$ cat config.mk
export PLATFORM = sky130hd
export DESIGN_NAME = msbm_ctrl
export DESIGN_NICKNAME = d
export VERILOG_FILES = /design/src/rtl/msbm_pkg.sv /design/src/rtl/msbm_ctrl.sv
export SDC_FILE = /design/constraint.sdc
export NUM_CORES = 1
export LEC_CHECK = 0
export CORE_AREA = 2 2 39 41
export CTS_CLUSTER_SIZE = 16
export DETAILED_ROUTE_END_ITERATION = 10
export DIE_AREA = 0 0 41 43
export DONT_BUFFER_PORTS = 1
export PLACE_DENSITY = 0.51
export SLEW_MARGIN = 10
export SYNTH_ARGS = -nofsm -noshare
export SYNTH_HDL_FRONTEND = slang
export SYNTH_SLANG_ARGS = --single-unit
$ cat constraint.sdc
create_clock -name clk -period 2.9 [get_ports clk]
set_input_delay 0.145 -clock clk [delete_from_list [all_inputs] [get_ports clk]]
set_output_delay 0.145 -clock clk [all_outputs]
set_load 0.02 [all_outputs]
$ cat src/rtl/msbm_pkg.sv
package msbm_pkg;

  localparam int NUM_SIGS_DEF = 16;
  localparam int MAX_LEN_DEF  = 32;

  // Fixed field widths of the item and result beats
  localparam int OPCODE_W  = 2;
  localparam int SLOT_IN_W = 4;
  localparam int POS_W     = 5;
  localparam int VALUE_W   = 8;
  localparam int START_W   = 32;
  localparam int INDEX_W   = 4;
  localparam int SIG_LEN_W = 6;

  // Only the slots that a 4-bit index can name are scanned
  localparam int SCAN_LIMIT = 16;

  typedef enum logic [OPCODE_W-1:0] {
    OP_WR_BYTE = 2'd0,
    OP_SET_LEN = 2'd1,
    OP_SCAN    = 2'd2,
    OP_RESTART = 2'd3
  } opcode_t;

  // Controller to datapath
  typedef struct packed {
    logic op_exec;  // input beat taken: apply its opcode
    logic rd_en;    // fetch a signature row
    logic advance;  // consume the current slot compare
    logic flush;    // send the held match as the final one
  } ctl_cmd_t;

  // Datapath to controller
  typedef struct packed {
    logic hit;
    logic pend_valid;
    logic out_free;
  } dp_sts_t;

endpackage

$ cat src/rtl/msbm_ctrl.sv
module msbm_ctrl
  import msbm_pkg::*;
#(
  parameter int NUM_SIGS = NUM_SIGS_DEF,
  parameter int SLOT_W   = 4
) (
  input  logic                clk,
  input  logic                rst_n,
  input  logic                in_valid,
  input  logic [OPCODE_W-1:0] in_opcode,
  output logic                in_ready,
  input  dp_sts_t             sts,
  output ctl_cmd_t            cmd,
  output logic [SLOT_W-1:0]   rd_slot,
  output logic [SLOT_W-1:0]   cmp_slot
);

  localparam int SCAN_N = (NUM_SIGS < SCAN_LIMIT) ? NUM_SIGS : SCAN_LIMIT;
  localparam logic [SLOT_W-1:0] LAST_SLOT = SLOT_W'(SCAN_N - 1);

  typedef enum logic [2:0] {
    ST_IDLE  = 3'b001,
    ST_SCAN  = 3'b010,
    ST_FLUSH = 3'b100
  } state_t;

  state_t            state_r, state_nxt;
  logic [SLOT_W-1:0] slot_r, slot_nxt;
  logic              stall;

  assign cmp_slot = slot_r;
  // A second hit cannot displace the held one while the output beat waits
  assign stall    = sts.hit && sts.pend_valid && !sts.out_free;

  always_comb begin
    state_nxt   = state_r;
    slot_nxt    = slot_r;
    in_ready    = 1'b0;
    cmd         = '0;
    rd_slot     = slot_r;
    unique case (state_r)
      ST_IDLE: begin
        in_ready = 1'b1;
        if (in_valid) begin
          cmd.op_exec = 1'b1;
          if (in_opcode == OP_SCAN) begin
            cmd.rd_en = 1'b1;
            rd_slot   = '0;
            slot_nxt  = '0;
            state_nxt = ST_SCAN;
          end
        end
      end
      ST_SCAN: begin
        if (!stall) begin
          cmd.advance = 1'b1;
          if (slot_r == LAST_SLOT) begin
            state_nxt = ST_FLUSH;
          end else begin
            cmd.rd_en = 1'b1;
            rd_slot   = slot_r + 1'b1;
            slot_nxt  = slot_r + 1'b1;
          end
        end
      end
      ST_FLUSH: begin
        if (!sts.pend_valid) begin
          state_nxt = ST_IDLE;
        end else if (sts.out_free) begin
          cmd.flush = 1'b1;
          state_nxt = ST_IDLE;
        end
      end
      default: state_nxt = ST_IDLE;
    endcase
  end

  always_ff @(posedge clk) begin
    if (!rst_n) begin
      state_r <= ST_IDLE;
      slot_r  <= '0;
    end else begin
      state_r <= state_nxt;
      slot_r  <= slot_nxt;
    end
  end

  a_scan_start: assert property (@(posedge clk) disable iff (!rst_n)
    in_valid && in_ready && in_opcode == OP_SCAN |=> state_r == ST_SCAN && slot_r == '0)
    else $error("scan did not start at slot zero");

  a_stall_holds: assert property (@(posedge clk) disable iff (!rst_n)
    state_r == ST_SCAN && !cmd.advance |=> state_r == ST_SCAN && $stable(slot_r))
    else $error("slot moved during a stall");

  a_no_accept_busy: assert property (@(posedge clk) disable iff (!rst_n)
    state_r != ST_IDLE |-> !cmd.op_exec)
    else $error("input beat taken while scanning");

endmodule

==> results of run 1 <==
## cells by family after synthesis
| family | Yosys count | share of synthesized area (%) |
|---|---|---|
| flip-flops | 7 | 29.9 |
| multiplexers | 3 | 6.40 |
| buffers and inverters | 3 | 3.20 |
| AO/OA/AOI/OAI | 12 | 17.3 |
| AND/OR/NAND/NOR | 28 | 40.5 |
| adder cells (fa/ha/maj) | 1 | 2.67 |
## layer usage
metal / track usage (%) / share of wire [%] / up-vias
met3: 4.71 / 7.2 / 4
met4: 10.0 / 2.2 / 0
li1: - / - / 215
met5: 0 / 0 / -
met1: 19.7 / 49 / 200
met2: 17.5 / 42 / 18
## worst register-to-register path, cell delays in order, from the launching register on
cell	delay [ps]
dfxtp_1	520
ha_1	270
nand3_1	150
and3_1	310
mux2i_1	140
## registers in the layout, indices dropped and copies added, names as in the netlist
register	flops
state_r	3
cmp_slot	4
## cells in the mapped netlist (2+ instances only)
cell | number | area share [%]
nand2_1 | 2 | 1.6
o21a_1 | 2 | 3.2
inv_1 | 2 | 1.6
nand4bb_1 | 2 | 4.8
mux2i_1 | 3 | 6.4
dfxtp_1 | 7 | 30
o21ai_1 | 2 | 2.1
o21ai_0 | 2 | 2.1
nand2b_1 | 2 | 2.7
a31oi_1 | 2 | 2.7
nor3_1 | 5 | 5.3
o211ai_1 | 2 | 3.2
and3_1 | 2 | 2.7
nor2_1 | 3 | 2.4
## layout make-up
type | count | area (um^2)
flip-flops and latches | 7 | 140
well taps | 16 | 20.0
multi-input cells | 44 | 314
repair buffers | 1 | 10.0
fillers | 157 | 866
inverters | 2 | 7.51
clock buffers | 4 | 26.3
## path summary, 6_finish.rpt
kind,startpoint,endpoint,slack (ps),depth (start not counted)
setup reg to reg,cmp_slot[0],cmp_slot[1],1380,4
setup / recovery,cmp_slot[0],rd_slot[0],810,4
hold / removal,rst_n,state_r[2],10,1
hold reg to reg,cmp_slot[1],cmp_slot[1],660,2
## repair_timing
item,in CTS,in global routing
hold endpoints to repair,1,0
gates resized for setup,0,0
hold buffers,1,0
## per-stage QoR
step	hold WS (ps)	worst slack (ps)
after global placement	226	1130
after CTS	11.4	796
after global routing	15.0	640
after detailed placement	223	1080
final	13.3	814
after floorplan	216	1170
## power by group through the flow
stage	Combinational, mW	Sequential, mW	Clock, mW
floorplan	0.0133	0.0999	0
global placement	0.0155	0.100	0
detailed placement	0.0156	0.100	0
CTS	0.0168	0.0980	0.0934
global route	0.0179	0.0981	0.0989
finish	0.0166	0.0981	0.0908
==> key figures, run 1 <==
GRT
  • GR Overflow Total: 0
  • First-pass GRT wire length: 1.69 mm
  • Initial antenna violation count: 0
  • Vias in the first global route: 385
  • Largest net degree at the start of global routing: 9
  • All-Layer GR Usage: 14.2%

Synthesis
  • Post-Syn Area per Cell: 8.69 um^2
  • Post-Syn Instances: between 50 and 60
  • Ys Warns: 0
  • Syn_nets: 63
  • Register area share after synthesis: about 30%
  • Flops & latches, synth: 7
  • Synth cell types: 30
  • Post-synthesis cell area: ~470 um^2
  • EDFF count, synth: 0
  • Async SR Flop Fraction: 0%
  • Most used DFF post-synth: dfxtp_1

Critical path
  • Crit path max fanout: 7
  • Crit end category: output pin
  • Cells along the critical path: ha_1 -> nand3_1 -> and3_1 -> mux2i_1
  • Crit path max-delay family: flip-flops
  • Worst path arrival time: a little under 2000 ps
  • Critical path class: flip-flop to output pin
  • Required @ worst endpoint: 2760 ps
  • Crit path largest cell delay: 520 ps
  • Slowest cell on crit path: dfxtp_1
  • Crit start category: flip-flop
  • CP Buf/Inv Count: 0

Drt
  • DRT Pass-1 Iters: 4
  • Final ANT Viol Nets: 0
  • DRC Markers: 0
  • Wire per inst: 14.3 um
  • Vias per Instance: 5.91
  • Post-Route WL: 1.06 mm
  • Via count: 437
  • Drt initial violations: 9

Cells and area
  • Finished Layout Cells: 74
  • Nets: about 70
  • Utilization after layout: 37.4%
  • Share of cells above drive strength 1: roughly an eighth
  • Leading cell type in the layout, fill and taps excluded: dfxtp_1
  • Finished Cell Area: 518 um^2
  • Most frequent cells in the layout: 7 x dfxtp_1, 5 x nor3_1, 3 x mux2i_1, 3 x nor2_1, 3 x clkbuf_4
  • Area growth from synthesis to layout: 10.4%
  • # diodes: 0

Run
  • Maxcap violations: 0

Power and ir drop
  • Sequential power share: 47.7%
  • Sw frac: 24.4%
  • VDD IR max: 207 uV
  • Clock power frac: 44.2%
  • Psw: 0.0501 mW
  • PwrDens: 397 nW/um^2
  • Internal power: 0.155 mW
  • Comb pwr share: 8.1%
  • Total power: 0.205 mW
  • LEAKAGE: 0.186 nW

Floorplan
  • Die width: 41 um
  • Rows: 14
  • Core box area: 1380 um^2
  • Initial Util: between 30% and 40%
  • Die area: 1760 um^2
  • Die H: 43 um
  • Io pins: 21

STA
  • Setup TNS: 0 ps
  • Final hold vios: 0
  • Pins over their slew limit: 0
  • Fin crit period: 2090 ps
  • Final setup vio count: 0
  • Final Cycle Share: a little under three quarters
  • Slew @ Worst Pin: 668 ps
  • Clock Skew: 5.64 ps
  • Unrepaired setup endpoints after global routing: false
  • Slew HR: 55.4%
  • Fmax: 479 MHz

Place
  • HPWL after detailed placement: 797 um
  • Final estimated routing congestion in global placement: 0.740
  • Inst Count DP: 69
  • IO buf count: 0
  • DP Area: 482 um^2

Clock network
  • Longest Clk Path Bufs: 2
  • H-Tree Level Count: 1
  • CTS tree: built
  • Post-CTS Setup Bufs: 0
  • Sink Count: 7
  • Worst-Skew Late Latency: ~260 ps
  • Root buffer cell: clkbuf_4
  • Total clock buffers created by CTS: 3
  • Clock-pin slew on the worst setup and hold paths: 60 ps

Run status
  • Outcome: completed

Worst hold path
  • Worst min-delay path class: primary input to flip-flop
Power figures use the tool's default switching activity.
==> inputs of run 2 (changes only) <==
==> constraint.sdc (replaced) <==
create_clock -name clk -period 2.1 [get_ports clk]
set_input_delay 0.105 -clock clk [delete_from_list [all_inputs] [get_ports clk]]
set_output_delay 0.105 -clock clk [all_outputs]
set_load 0.02 [all_outputs]
==> run 2 against run 1 <==
Against the previous run: total power up 38%; largest power group unchanged; worst setup slack worse by 540 ps; critical path type unchanged; register-to-register slack worse by 600 ps.
==> key figures, run 2 (synthesis gave the netlist of run 1 again) <==
Place
  • IO buf count: 0 (unchanged)
  • Pre-CTS setup slack: 559 ps (-526 ps)
  • HPWL after detailed placement: 848 um (+6.4%)
  • DP Area: 527 um^2 (+9.4%)
  • Final estimated routing congestion in global placement: 0.743 (+0.38%)

Floorplan
  • Die H: 43 um (unchanged)
  • Io pins: 21 (unchanged)
  • Die width: 41 um (unchanged)
  • Die area: 1760 um^2 (unchanged)
  • Initial Util: 33.9% (unchanged)
  • Core box area: 1380 um^2 (unchanged)
  • Rows: 14 (unchanged)

Worst hold path
  • Worst min-delay path class: primary input to flip-flop

STA
  • Final Cycle Share: 86.9%
  • Setup TNS: 0 ps (unchanged)
  • Unrepaired setup endpoints after global routing: false
  • Clock Skew: 3.03 ps (-2.61 ps)
  • Fmax: 548 MHz
  • Slew @ Worst Pin: 661 ps (-7.04 ps)
  • Pins over their slew limit: 0 (unchanged)
  • Fin crit period: 1830 ps
  • Fin worst setup slack: 275 ps (-540 ps)
  • Final hold vios: 0 (unchanged)
  • Slew HR: 55.9% (+0.47 points)
  • Final setup vio count: 0 (unchanged)

Cells and area
  • Nets: 74 (+8.8%)
  • # diodes: 0 (unchanged)
  • Most frequent cells in the layout: 7 x dfxtp_1, 6 x buf_4, 5 x nor3_1
  • Leading cell type in the layout, fill and taps excluded: dfxtp_1
  • Finished Cell Area: 563 um^2 (+8.7%)
  • Max reg flops: 4 (unchanged)
  • Area growth from synthesis to layout: 20.0%
  • Share of cells above drive strength 1: 20.3% (+8.2 points)

Run
  • Maxcap violations: 0 (unchanged)

Drt
  • Final ANT Viol Nets: 0 (unchanged)
  • Vias per Instance: 5.65 (-4.3%)
  • Top sig layer: met4
  • DRT Pass-1 Iters: 2 (-2)
  • Met1 WL: 469 um (-8.6%)
  • Post-Route WL: 1.09 mm (+3.2%)
  • Wire per inst: 13.6 um (-4.5%)
  • Routed met2 length: 465 um (+5.4%)
  • DRC Markers: 0 (unchanged)
  • Via count: 452 (+3.4%)
  • Drt initial violations: 10 (+1)
  • Metal3 WL: 112 um (+47%)

GRT
  • All-Layer GR Usage: 15.1% (+0.91 points)
  • GR Overflow Total: 0 (unchanged)
  • Initial antenna violation count: 0 (unchanged)
  • Largest net degree at the start of global routing: 8 (-1)
  • Vias in the first global route: 401 (+4.2%)
  • First-pass GRT wire length: 1.66 mm (-2.0%)

Clock network
  • Total clock buffers created by CTS: 3 (unchanged)
  • Longest Clk Path Bufs: 2 (unchanged)
  • Clock-pin slew on the worst setup and hold paths: 50 ps (about the same)
  • Worst-Skew Late Latency: 250 ps (about the same)
  • H-Tree Level Count: 1 (unchanged)
  • CTS tree: built
  • Sink Count: 7 (unchanged)
  • Post-CTS Setup Bufs: 0 (unchanged)
  • Root buffer cell: clkbuf_4

Run status
  • Outcome: completed

Power and ir drop
  • PwrDens: 503 nW/um^2 (+27%)
  • LEAKAGE: 0.219 nW (+18%)
  • Total power: 0.283 mW (+38%)
  • VDD IR max: 235 uV (+14%)

Critical path
  • R2r setup slk: 780 ps (-600 ps)
  • Crit start category: flip-flop
  • Critical path class: flip-flop to output pin
  • Crit path max fanout: 5 (-2)
  • Crit end category: output pin
  • Worst path arrival time: 1720 ps (-220 ps)
  • Required @ worst endpoint: 2000 ps (-760 ps)
[run 2: cell types whose count changed in the layout (fill, tap and decap cells not counted), sizes merged]
cell | previous run | this run
buf | 0 | 6
[run 2: metrics by stage]
step / instances / hold slack, ps / util (%)
after floorplan: 54 / 176 / -
after global placement: 75 / 181 / 38.1
after detailed placement: 75 / 186 / 38.1
after CTS: 80 / 5.05 / 40.7
after global routing: 80 / 24.4 / 40.7
final: 80 / 5.60 / 40.7
[run 2: timing repair]
action                    in CTS  in global routing
hold endpoints to repair       4                  0
hold buffers                   1                  0
resized for setup              0                  0
[run 2: report_power, final]
part	switching, mW	total [mW]	internal [mW]
Combinational	0.0159	0.0238	0.00791
Clock	0.0513	0.124	0.0726
Sequential	0.00116	0.135	0.134
Total	0.0683	0.283	0.215
[run 2: worst paths after layout]
kind / start / to / depth (start not counted)
worst max-delay path: cmp_slot[0] / rd_slot[0] / 4
worst max register to register: state_r[1] / cmp_slot[2] / 3
worst min register to register: cmp_slot[1] / cmp_slot[1] / 3
worst min-delay path: rst_n / cmp_slot[1] / 2
[run 2: final cells by class]
class | count | area, um^2
Clock buffer | 4 | 26.3
Fill cell | 147 | 821
Inverter | 2 | 7.51
Multi-Input combinational cell | 44 | 314
Sequential cell | 7 | 140
Tap cell | 16 | 20.0
Timing Repair Buffer | 7 | 55.1
[run 2: critical path, cell delays in order (launching register included)]
cell     delay [ps]
dfxtp_1         310
ha_1            230
nand3_1         150
and3_1          300
mux2i_1         470
[run 2: routing by layer]
| layer | vias to the layer above | global-route usage (%) |
|---|---|---|
| met1 | 200 | 15.5 |
| met4 | 0 | 14.0 |
| met5 | - | 0 |
| li1 | 229 | - |
| met3 | 4 | 9.42 |
| met2 | 19 | 19.7 |
